===== src/sv/key_polynomial_bucket_hash_assert.svh =====
// Assertion macros for the key polynomial bucket hash block.
// Used by the top level only; needs a clock named aclk and a reset named aresetn.
`ifndef KEY_POLYNOMIAL_BUCKET_HASH_ASSERT_SVH
`define KEY_POLYNOMIAL_BUCKET_HASH_ASSERT_SVH

// Implication checked on every clock edge outside reset
`define KPBH_ASSERT(lbl, prop, msg) \
    lbl: assert property (@(posedge aclk) disable iff (!aresetn) prop) else $error(msg);

// Implication checked on every clock edge, reset included
`define KPBH_ASSERT_ALWAYS(lbl, prop, msg) \
    lbl: assert property (@(posedge aclk) prop) else $error(msg);

`endif


===== src/sv/kpbh_pkg.sv =====
// Shared types and constants for the key polynomial bucket hash block.
// No dependencies; imported by the controller, datapath and top level.
`timescale 1ns / 1ps

package kpbh_pkg;

    // Key length in bytes and byte counter width
    localparam int KEY_BYTES = 16;
    localparam int CNT_W     = 5;

    // Field widths
    localparam int BYTE_W   = 8;
    localparam int HASH_W   = 32;
    localparam int BUCKET_W = 31;
    localparam int OUT_W    = 64;

    // Restoring divider: one quotient bit per cycle
    localparam int DIV_STEPS  = HASH_W;
    localparam int STEP_W     = $clog2(DIV_STEPS);

    // Configuration port
    localparam int CFG_IDX_W  = 1;
    localparam int CFG_DATA_W = 32;

    typedef enum logic [CFG_IDX_W-1:0] {
        CFG_HASH_FACTOR  = 1'b0,
        CFG_TABLE_LENGTH = 1'b1
    } cfg_idx_t;

    localparam logic [HASH_W-1:0]   FACTOR_RESET = 32'd17;
    localparam logic [BUCKET_W-1:0] TLEN_RESET   = 31'd1024;

    // Controller to datapath commands
    typedef struct packed {
        logic mul;       // latch byte, form hash * factor
        logic add;       // add byte into running hash
        logic last;      // with add: last byte, start division, clear hash
        logic div_step;  // one restoring division step
        logic out_load;  // load result into output register
    } kpbh_cmd_t;

    // Datapath status seen by the top level
    typedef struct packed {
        logic [BUCKET_W-1:0] table_length;
    } kpbh_stat_t;

endpackage


===== src/sv/kpbh_ctrl.sv =====
// Controller state machine for the key polynomial bucket hash block.
// Depends on kpbh_pkg; drives commands into kpbh_dp.
`timescale 1ns / 1ps

module kpbh_ctrl
    import kpbh_pkg::*;
(
    input  logic      aclk,
    input  logic      aresetn,
    input  logic      in_valid,
    output logic      in_ready,
    output logic      out_valid,
    input  logic      out_ready,
    output kpbh_cmd_t cmd
);

    typedef enum logic [1:0] {
        ST_IDLE,
        ST_ADD,
        ST_DIV,
        ST_DONE
    } state_t;

    state_t             state_reg;
    logic [CNT_W-1:0]   count_reg;
    logic [STEP_W-1:0]  step_reg;
    logic               last_reg;
    logic               out_valid_reg;
    logic               in_accept;
    logic               load_ok;

    assign in_ready  = (state_reg == ST_IDLE);
    assign in_accept = in_valid && in_ready;
    assign load_ok   = !out_valid_reg || out_ready;
    assign out_valid = out_valid_reg;

    // Commands decoded from state
    always_comb begin
        cmd          = '0;
        cmd.mul      = in_accept;
        cmd.add      = (state_reg == ST_ADD);
        cmd.last     = (state_reg == ST_ADD) && last_reg;
        cmd.div_step = (state_reg == ST_DIV);
        cmd.out_load = (state_reg == ST_DONE) && load_ok;
    end

    // State, counters and output valid
    always_ff @(posedge aclk) begin
        if (!aresetn) begin
            state_reg     <= ST_IDLE;
            count_reg     <= '0;
            step_reg      <= '0;
            last_reg      <= 1'b0;
            out_valid_reg <= 1'b0;
        end else begin
            // New result takes priority over the drain of the old one
            if (cmd.out_load)
                out_valid_reg <= 1'b1;
            else if (out_ready)
                out_valid_reg <= 1'b0;
            unique case (state_reg)
                ST_IDLE: begin
                    if (in_accept) begin
                        last_reg  <= (count_reg == CNT_W'(KEY_BYTES - 1));
                        state_reg <= ST_ADD;
                    end
                end
                ST_ADD: begin
                    if (last_reg) begin
                        count_reg <= '0;
                        step_reg  <= '0;
                        state_reg <= ST_DIV;
                    end else begin
                        count_reg <= count_reg + 1'b1;
                        state_reg <= ST_IDLE;
                    end
                end
                ST_DIV: begin
                    step_reg <= step_reg + 1'b1;
                    if (step_reg == STEP_W'(DIV_STEPS - 1))
                        state_reg <= ST_DONE;
                end
                ST_DONE: begin
                    if (load_ok)
                        state_reg <= ST_IDLE;
                end
                default: state_reg <= ST_IDLE;
            endcase
        end
    end

endmodule


===== src/sv/kpbh_dp.sv =====
// Datapath for the key polynomial bucket hash block: config registers,
// multiply-add hash, restoring divider and result register. Depends on kpbh_pkg.
`timescale 1ns / 1ps

module kpbh_dp
    import kpbh_pkg::*;
(
    input  logic                  aclk,
    input  logic                  aresetn,
    input  logic                  cfg_wr_en,
    input  logic [CFG_IDX_W-1:0]  cfg_index,
    input  logic [CFG_DATA_W-1:0] cfg_wdata,
    input  logic [BYTE_W-1:0]     key_byte,
    input  kpbh_cmd_t             cmd,
    output logic [OUT_W-1:0]      out_data,
    output kpbh_stat_t            stat
);

    logic [HASH_W-1:0]   factor_reg;
    logic [BUCKET_W-1:0] tlen_reg;
    logic [HASH_W-1:0]   hash_reg;
    logic [HASH_W-1:0]   prod_reg;
    logic [BYTE_W-1:0]   byte_reg;
    logic [HASH_W-1:0]   hash_res_reg;
    logic [HASH_W-1:0]   dvd_reg;
    logic [BUCKET_W-1:0] rem_reg;
    logic [HASH_W-1:0]   out_hash_reg;
    logic [BUCKET_W-1:0] out_bucket_reg;
    logic [HASH_W-1:0]   hash_sum;
    logic [HASH_W-1:0]   rem_shift;
    logic [HASH_W-1:0]   rem_sub;
    logic                rem_ge;
    logic [BUCKET_W-1:0] rem_next;

    assign stat.table_length = tlen_reg;
    assign out_data = {1'b0, out_bucket_reg, out_hash_reg};

    // Configuration registers
    always_ff @(posedge aclk) begin
        if (!aresetn) begin
            factor_reg <= FACTOR_RESET;
            tlen_reg   <= TLEN_RESET;
        end else if (cfg_wr_en) begin
            unique case (cfg_index)
                CFG_HASH_FACTOR:  factor_reg <= cfg_wdata;
                CFG_TABLE_LENGTH: tlen_reg   <= cfg_wdata[BUCKET_W-1:0];
                default: ;
            endcase
        end
    end

    // Running hash: register the product, then add the byte in the next cycle
    assign hash_sum = prod_reg + HASH_W'(byte_reg);

    always_ff @(posedge aclk) begin
        if (!aresetn) begin
            hash_reg <= '0;
        end else if (cmd.add) begin
            hash_reg <= cmd.last ? '0 : hash_sum;
        end
    end

    always_ff @(posedge aclk) begin
        if (cmd.mul) begin
            prod_reg <= hash_reg * factor_reg;
            byte_reg <= key_byte;
        end
    end

    // Restoring division step; remainder stays below a nonzero table length that is held during the division
    assign rem_shift = {rem_reg, dvd_reg[HASH_W-1]};
    assign rem_sub   = rem_shift - HASH_W'(tlen_reg);
    assign rem_ge    = (rem_shift >= HASH_W'(tlen_reg));
    assign rem_next  = rem_ge ? rem_sub[BUCKET_W-1:0] : rem_shift[BUCKET_W-1:0];

    always_ff @(posedge aclk) begin
        if (cmd.last) begin
            hash_res_reg <= hash_sum;
            dvd_reg      <= hash_sum;
            rem_reg      <= '0;
        end else if (cmd.div_step) begin
            dvd_reg <= {dvd_reg[HASH_W-2:0], 1'b0};
            rem_reg <= rem_next;
        end
    end

    // Result register; zero table length gives bucket zero
    always_ff @(posedge aclk) begin
        if (cmd.out_load) begin
            out_hash_reg   <= hash_res_reg;
            out_bucket_reg <= (tlen_reg == '0) ? '0 : rem_reg;
        end
    end

endmodule


===== src/sv/key_polynomial_bucket_hash.sv =====
// A key byte is accepted in ST_IDLE, which registers hash * factor, and is added
// in ST_ADD, where s_tready is low, so bytes are never accepted back to back.
// After the last byte of a key the 32-step bit-serial modulo unit runs; the result
// is loaded once the output is free, and no new byte is accepted until then.
// Reset: synchronous active-low aresetn clears hash, counts and valid flags
// and restores hash_factor to 17 and table_length to 1024.
`timescale 1ns / 1ps

`include "key_polynomial_bucket_hash_assert.svh"

module key_polynomial_bucket_hash
    import kpbh_pkg::*;
(
    input  logic                  aclk,
    input  logic                  aresetn,
    // Configuration write port
    input  logic                  cfg_wr_en,
    input  logic [CFG_IDX_W-1:0]  cfg_index,
    input  logic [CFG_DATA_W-1:0] cfg_wdata,
    // Input word stream
    input  logic                  s_tvalid,
    output logic                  s_tready,
    input  logic [7:0]            s_tdata,   // [7:0] key_byte
    // Result word stream
    output logic                  m_tvalid,
    input  logic                  m_tready,
    output logic [OUT_W-1:0]      m_tdata    // [31:0] hash_value, [62:32] bucket_index
);

    kpbh_cmd_t  cmd;
    kpbh_stat_t stat;

    kpbh_ctrl u_ctrl (
        .aclk      (aclk),
        .aresetn   (aresetn),
        .in_valid  (s_tvalid),
        .in_ready  (s_tready),
        .out_valid (m_tvalid),
        .out_ready (m_tready),
        .cmd       (cmd)
    );

    kpbh_dp u_dp (
        .aclk      (aclk),
        .aresetn   (aresetn),
        .cfg_wr_en (cfg_wr_en),
        .cfg_index (cfg_index),
        .cfg_wdata (cfg_wdata),
        .key_byte  (s_tdata),
        .cmd       (cmd),
        .out_data  (m_tdata),
        .stat      (stat)
    );

    // An accepted word is followed by the add state, so no back-to-back accept
    `KPBH_ASSERT(a_no_b2b, (s_tvalid && s_tready) |=> !s_tready, "input accepted back to back")
    // A new result appears only from a result load
    `KPBH_ASSERT(a_rise_load, $rose(m_tvalid) |-> $past(cmd.out_load), "valid rose without load")
    // Bucket index stays below a nonzero table length
    `KPBH_ASSERT(a_bucket_range,
        (m_tvalid && stat.table_length != '0) |-> (m_tdata[62:32] < stat.table_length),
        "bucket index out of range")

endmodule


===== config.mk =====
export PLATFORM = sky130hd
export DESIGN_NAME = key_polynomial_bucket_hash
export DESIGN_NICKNAME = d
export VERILOG_FILES = /design/src/sv/kpbh_pkg.sv /design/src/sv/kpbh_ctrl.sv /design/src/sv/kpbh_dp.sv /design/src/sv/key_polynomial_bucket_hash.sv
export VERILOG_INCLUDE_DIRS = /design/src /design/src/sv
export SDC_FILE = /design/constraint.sdc
export NUM_CORES = 2
export LEC_CHECK = 0
export BUFFER_PORTS_ARGS = -buffer_cell sky130_fd_sc_hd__buf_2
export CAP_MARGIN = 20
export CORE_MARGIN = 2
export CORE_UTILIZATION = 35
export DETAILED_ROUTE_END_ITERATION = 10
export PLACE_DENSITY_LB_ADDON = 0.15
export SLEW_MARGIN = 20
export SYNTH_ARGS = -nofsm -noshare
export SYNTH_HDL_FRONTEND = slang
export SYNTH_SLANG_ARGS = --single-unit

===== constraint.sdc =====
create_clock -name aclk -period 10.4 [get_ports aclk]
set_input_delay 0.52 -clock aclk [delete_from_list [all_inputs] [get_ports aclk]]
set_output_delay 0.52 -clock aclk [all_outputs]
set_load 0.02 [all_outputs]

; Yosys cells after proc, flatten, opt, wreduce, memory -nomap -nowiden
; Index checks and enable logic that the tools add are counted.
[totals]
out_inout_bits = 66
regBits = 307
in_bits = 46
[classes]
n_mux = 14
n_mul = 1
bitwise = 1
n_eq_ne = 9
reduce_logical = 15
addsub = 4
magnitude_cmp = 1
[ops]
columns = operator, n
row1 = $mux W32, 3
row2 = $add A32 B8 Y32, 1
row3 = $ge A32 B31 Y1, 1
row4 = $mul A32 B32 Y32, 1
row5 = $logic_not A31 Y1, 1
row6 = $mux W31, 1
row7 = $sub A31 B31 Y31, 1
row8 = $add A5 B1 Y5 const B, 2
row9 = $mux W5, 2
row10 = $pmux W5 S2, 1
row11 = $mux W2, 4
row12 = $pmux W2 S4, 1
row13 = $reduce_and A2 Y1, 4
row14 = $ne A2 B1 Y1 const B, 3
row15 = $reduce_bool A2 Y1, 3
row16 = $eq A5 B4 Y1 const B, 1
row17 = $eq A5 B5 Y1 const B, 1
row18 = $eq A2 B2 Y1 const B, 2
row19 = $logic_and A1 B1 Y1, 3
row20 = $reduce_and A3 Y1, 1
row21 = $eq A2 B1 Y1 const B, 1
row22 = $logic_not A2 Y1, 1
row23 = $mux W1, 2
row24 = $ne A2 B2 Y1 const B, 1
row25 = 3 further kinds, 3

; Depth between registers and ports, before layout
[depth]
word_depth = 4
mapped_depth = 27
mapped_depth_nobuf = 25

; Modules after synthesis
; From an unflattened synthesis, not the netlist that was laid out.
[unflattened]
cells_unflattened = 3030
hier_area_um2 = 29340.6
[modules_own_cells]
columns = mod, area_each_um2, cells_each, n_inst
row1 = kpbh_dp, 28652.5, 2955, 1
row2 = kpbh_ctrl, 688.2, 75, 1

; Worst setup path before layout
; OpenSTA, ideal clock, no wires.
[synth_path]
kind = flip-flop to flip-flop
from = register u_dp.hash_reg[13]
to = register u_dp.prod_reg[31] (data pin)
path_stages_with_launch = 24
period_less_slack_ns = 6.701
required_ns = 10.140
t_arrival_ns = 6.441
setup_time_ns = 0.260
slack_ns = 3.699
cell_sequence = dfxtp_1 clkbuf_1 clkbuf_1 nand2_1 fa_1 fa_1 inv_1 fa_1 inv_1 fa_1 fa_1 fa_1 inv_1 fa_1 inv_1 fa_1 inv_1 ha_1 o21ai_0 a211oi_1 a2111o_1 a311oi_1 a21oi_1 xnor2_1
[synth_via]
elab_chain_len = 1
[synth_rtl]
columns = element, line
row1 = start: declaration, kpbh_dp.sv:21  ; logic [HASH_W-1:0] hash_reg;
row2 = start signal: assignment, kpbh_dp.sv:59  ; hash_reg <= cmd.last ? '0 : hash_sum;
row3 = $mul A32 B32 Y32, kpbh_dp.sv:65  ; prod_reg <= hash_reg * factor_reg;
row4 = end signal: assignment, kpbh_dp.sv:65
row5 = end: declaration, kpbh_dp.sv:22  ; logic [HASH_W-1:0] prod_reg;
; No other way between the ends.
; A chain may end at the register's enable or synchronous reset.

; Worst setup path in the final report
[layout_path]
from = register u_dp.factor_reg[8]
to = register u_dp.prod_reg[31] (data pin)
[layout_via]
elab_chain_len = 1
[layout_rtl]
columns = element, line
row1 = start: declaration, kpbh_dp.sv:19  ; logic [HASH_W-1:0] factor_reg;
row2 = start signal: assignment, kpbh_dp.sv:45  ; CFG_HASH_FACTOR: factor_reg <= cfg_wdata;
row3 = $mul A32 B32 Y32, kpbh_dp.sv:65
; No other way between the ends.

==> metrics.md <==
| Metric | Value |
|---|---|
| Placed cells | `about 4.1k` |
| Worst R2R Start | `u_dp.factor_reg[8]` |
| Post-synth ARST share | `0` |
| CP Capture Type | `flop` |
| Port Buffers | `110` |
| Setup Crit Path Kind | `reg2reg` |
| Most frequent CP cell | `fa_1` |
| Synth Cell Area | `between 20000 and 30000 um2` |
| Top cells by area, synth | `fa_1 28%, edfxtp_1 17%, dfxtp_1 9.6%` |
| Worst-path fanout max | `25` |
| Slowest CP cell | `dfxtp_1` |
| Critical path required time | `10.69 ns` |
| Post-synth top area share | `0.281` |
| First-pass GRT wire length | `130 mm` |
| # DRC | `0` |
| Filler cells | `8233` |
| Cts hold-fix bufs | `0` |
| H-tree depth | `2` |
| Die Wd | `293 um` |
| Hpwl dp | `~64 mm` |
| Leading area contributor after synthesis | `fa_1` |
| Via density | `4.96` |
| Initial Util | `0.354` |
| Flops & latches, synth | `307` |
| Final period util | `0.728` |
| Crit path DAT | `7.86 ns` |
| Post-synth EDFFs | `167` |
| Initial antenna violation count | `0` |
| Maximum number of pins on one net before global-route repair | `slightly below 90` |
| Clk_skew | `0.0254 ns` |
| Fin crit period | `around 7.6 ns` |
| Fin nets | `3714` |
| Share of cells above drive strength 1 | `0.0750` |
| CTS Root Cell | `clkbuf_16` |
| Area Overhead vs Synth | `9.67%` |
| ANT cells | `0` |
| Top_reg_cell synth | `edfxtp_1` |
| Wire per inst | `slightly below 20 um` |
| I/O pins | `112` |
| Non-Filler Instances | `4191` |
| ANT nets after route | `0` |
| CP startpoint kind | `flop` |
| CP peak stage delay | `1.05 ns` |
| Clock Latency Late Sink | `0.56 ns` |
| Gate Count Post-Synth | `3048` |
| Setup slack, reg-to-reg | `2.83 ns` |
| Setup violations, final | `0` |
| Status | `finished, final reports clean` |
| Synth top cells by count | `492 x nand2_1, 479 x inv_1, 410 x fa_1` |
| Die H | `293 um` |
| Cell variety after synth | `about 70` |
| Pre-antenna DRT Iters | `6` |
| Die ar. | `85700 um2` |
| Slew Viols, Final | `0` |
| Core Area | `82400 um2` |
| Final GP Congestion | `0.899` |
| R2R Path End | `u_dp.prod_reg[31]` |
| Total GRT Usage | `0.194` |
| Power, Total | `3450 uW` |
| CTS resizes | `0` |
| WL final | `81.7 mm` |
| Number of post-CTS setup repair buffers | `0` |
| Most common cell in the netlist | `nand2_1` |
| Hold Crit Class | `in2reg` |
| Syn_area_per_cell | `9.58 um2` |
| Clock-pin slew on the worst setup and hold paths | `0.06 ns` |
| RSZ-0062 raised after global routing | `no` |
| Worst reg2reg path depth | `19` |
| Lkg Pwr | `roughly 0.014 uW` |
| Std cell rows | `105` |
| Register area share after synthesis | `0.268` |
| Fin Hold WS | `around 0.15 ns` |
| Setup tns final | `0 ns` |
| DR vias | `20.8k` |
| Synth Net Count | `3670` |
| Max-cap violations | `0` |
| Pwr Density | `about 110 nW/um2` |
| Critical Path Source | `u_dp.factor_reg[8]` |
| Vias in the first global route | `about 22k` |
| Setup crit end | `u_dp.prod_reg[31]` |
| Placed Area | `a little over 30000 um2` |
| Maximum VDD drop | `92.1 uV` |
| Hold Fails Final Rpt | `0` |
| TritonCTS buffer count | `37` |
| Iteration-0 DRC Markers | `1186` |
| Tightest Pin Transition | `1.12 ns` |
| Synth warn | `0` |
| Maximum root-to-sink buffer count | `3` |
| CTS tree | `built` |
| Slew headroom | `0.252` |
| Total grt overflow | `0` |
| Worst-path cell chain | `nand2_1, fa_1, fa_1, fa_1, fa_1, fa_1, inv_1, fa_1, fa_1, fa_1, ha_1, a21o_1, a21o_1, a21oi_1, o21bai_1, a21o_1, a311oi_1, a21oi_1, xnor2_1` |
| Design area | `32000 um2` |
| CTS sink count | `307` |
| Fmax achieved | `132 MHz` |
## power by group
part	internal, uW	switching [uW]
Combinational	295	508
Clock	712	538
Sequential	1340	58.9
Total	2350	1100
## stage by stage
step / util / setup WS (ns)
finish: 0.389 / 2.83
global route: 0.389 / 2.51
CTS: 0.389 / 2.86
detailed placement: 0.375 / 2.86
global placement: 0.375 / 2.93
floorplan: - / 3.70
## area by class of cell
cell class                 instances  area (um2)  area share
clock buffer                      50        1000      0.0314
inverter                         480        1800      0.0563
timing repair buffer             158         911      0.0285
tap                             1070        1340      0.0418
sequential                       307        7820       0.244
clock inverter                    18         146     0.00457
multi-input combinational       2108       19000       0.593
## cell families after synthesis
logic type	Yosys count	share of synthesized area
AND/OR/NAND/NOR	1021	0.171
adder cells (fa/ha/maj)	576	0.352
buffers and inverters	633	0.0823
flip-flops	307	0.268
multiplexers	24	0.00832
AO/OA/AOI/OAI	353	0.0784
XOR/XNOR	133	0.0399
other	1	0.000128
## routing by layer
layer,track usage,vias up,part of all wire
li1,-,9638,-
met5,0,-,0
met3,0.0167,101,0.040
met4,0.0554,0,0.028
met1,0.263,10580,0.44
met2,0.332,477,0.49
## placed cells by master (no fill, tap or decap), types with 9 or more instances in the layout
cell,count
nand2_1,492
inv_1,479
fa_1,410
and2_1,298
edfxtp_1,167
ha_1,166
dfxtp_1,140
o21ai_0,116
buf_2,110
xnor2_1,101
a21boi_0,67
a21oi_1,63
nor2b_1,54
nor2_1,53
buf_4,48
clkbuf_16,37
xor2_1,32
nor3_1,26
nand3_1,26
mux2i_1,22
a21o_1,16
and3_1,15
nand4_1,13
nor4_1,11
a32oi_1,10
clkbuf_1,10
o21a_1,9
a31oi_1,9
## how the worst min path moves through the flow
| stage | startpoint | end | slack [ns] | depth (start not counted) |
|---|---|---|---|---|
| final | s_tdata[1] | u_dp.byte_reg[1] | 0.15 | 1 |
| after global routing | s_tdata[1] | u_dp.byte_reg[1] | 0.12 | 1 |
| after CTS | s_tdata[1] | u_dp.byte_reg[1] | 0.12 | 1 |
| after detailed placement | u_dp.hash_res_reg[4] | u_dp.out_hash_reg[4] | 0.40 | 0 |
| after global placement | u_dp.hash_res_reg[4] | u_dp.out_hash_reg[4] | 0.40 | 0 |
| after floorplan | u_dp.hash_res_reg[0] | u_dp.out_hash_reg[0] | 0.40 | 0 |
## critical path: cells and delay by family (launching register included)
family	cells	cell delay (ns)
flops	1	1.05
xor+xnor	1	0.18
compound gates	7	1.33
fa+ha+maj	9	4.45
simple gates	1	0.19
buf+inv	1	0.06
Note: power is estimated with default switching activity, not from simulation.
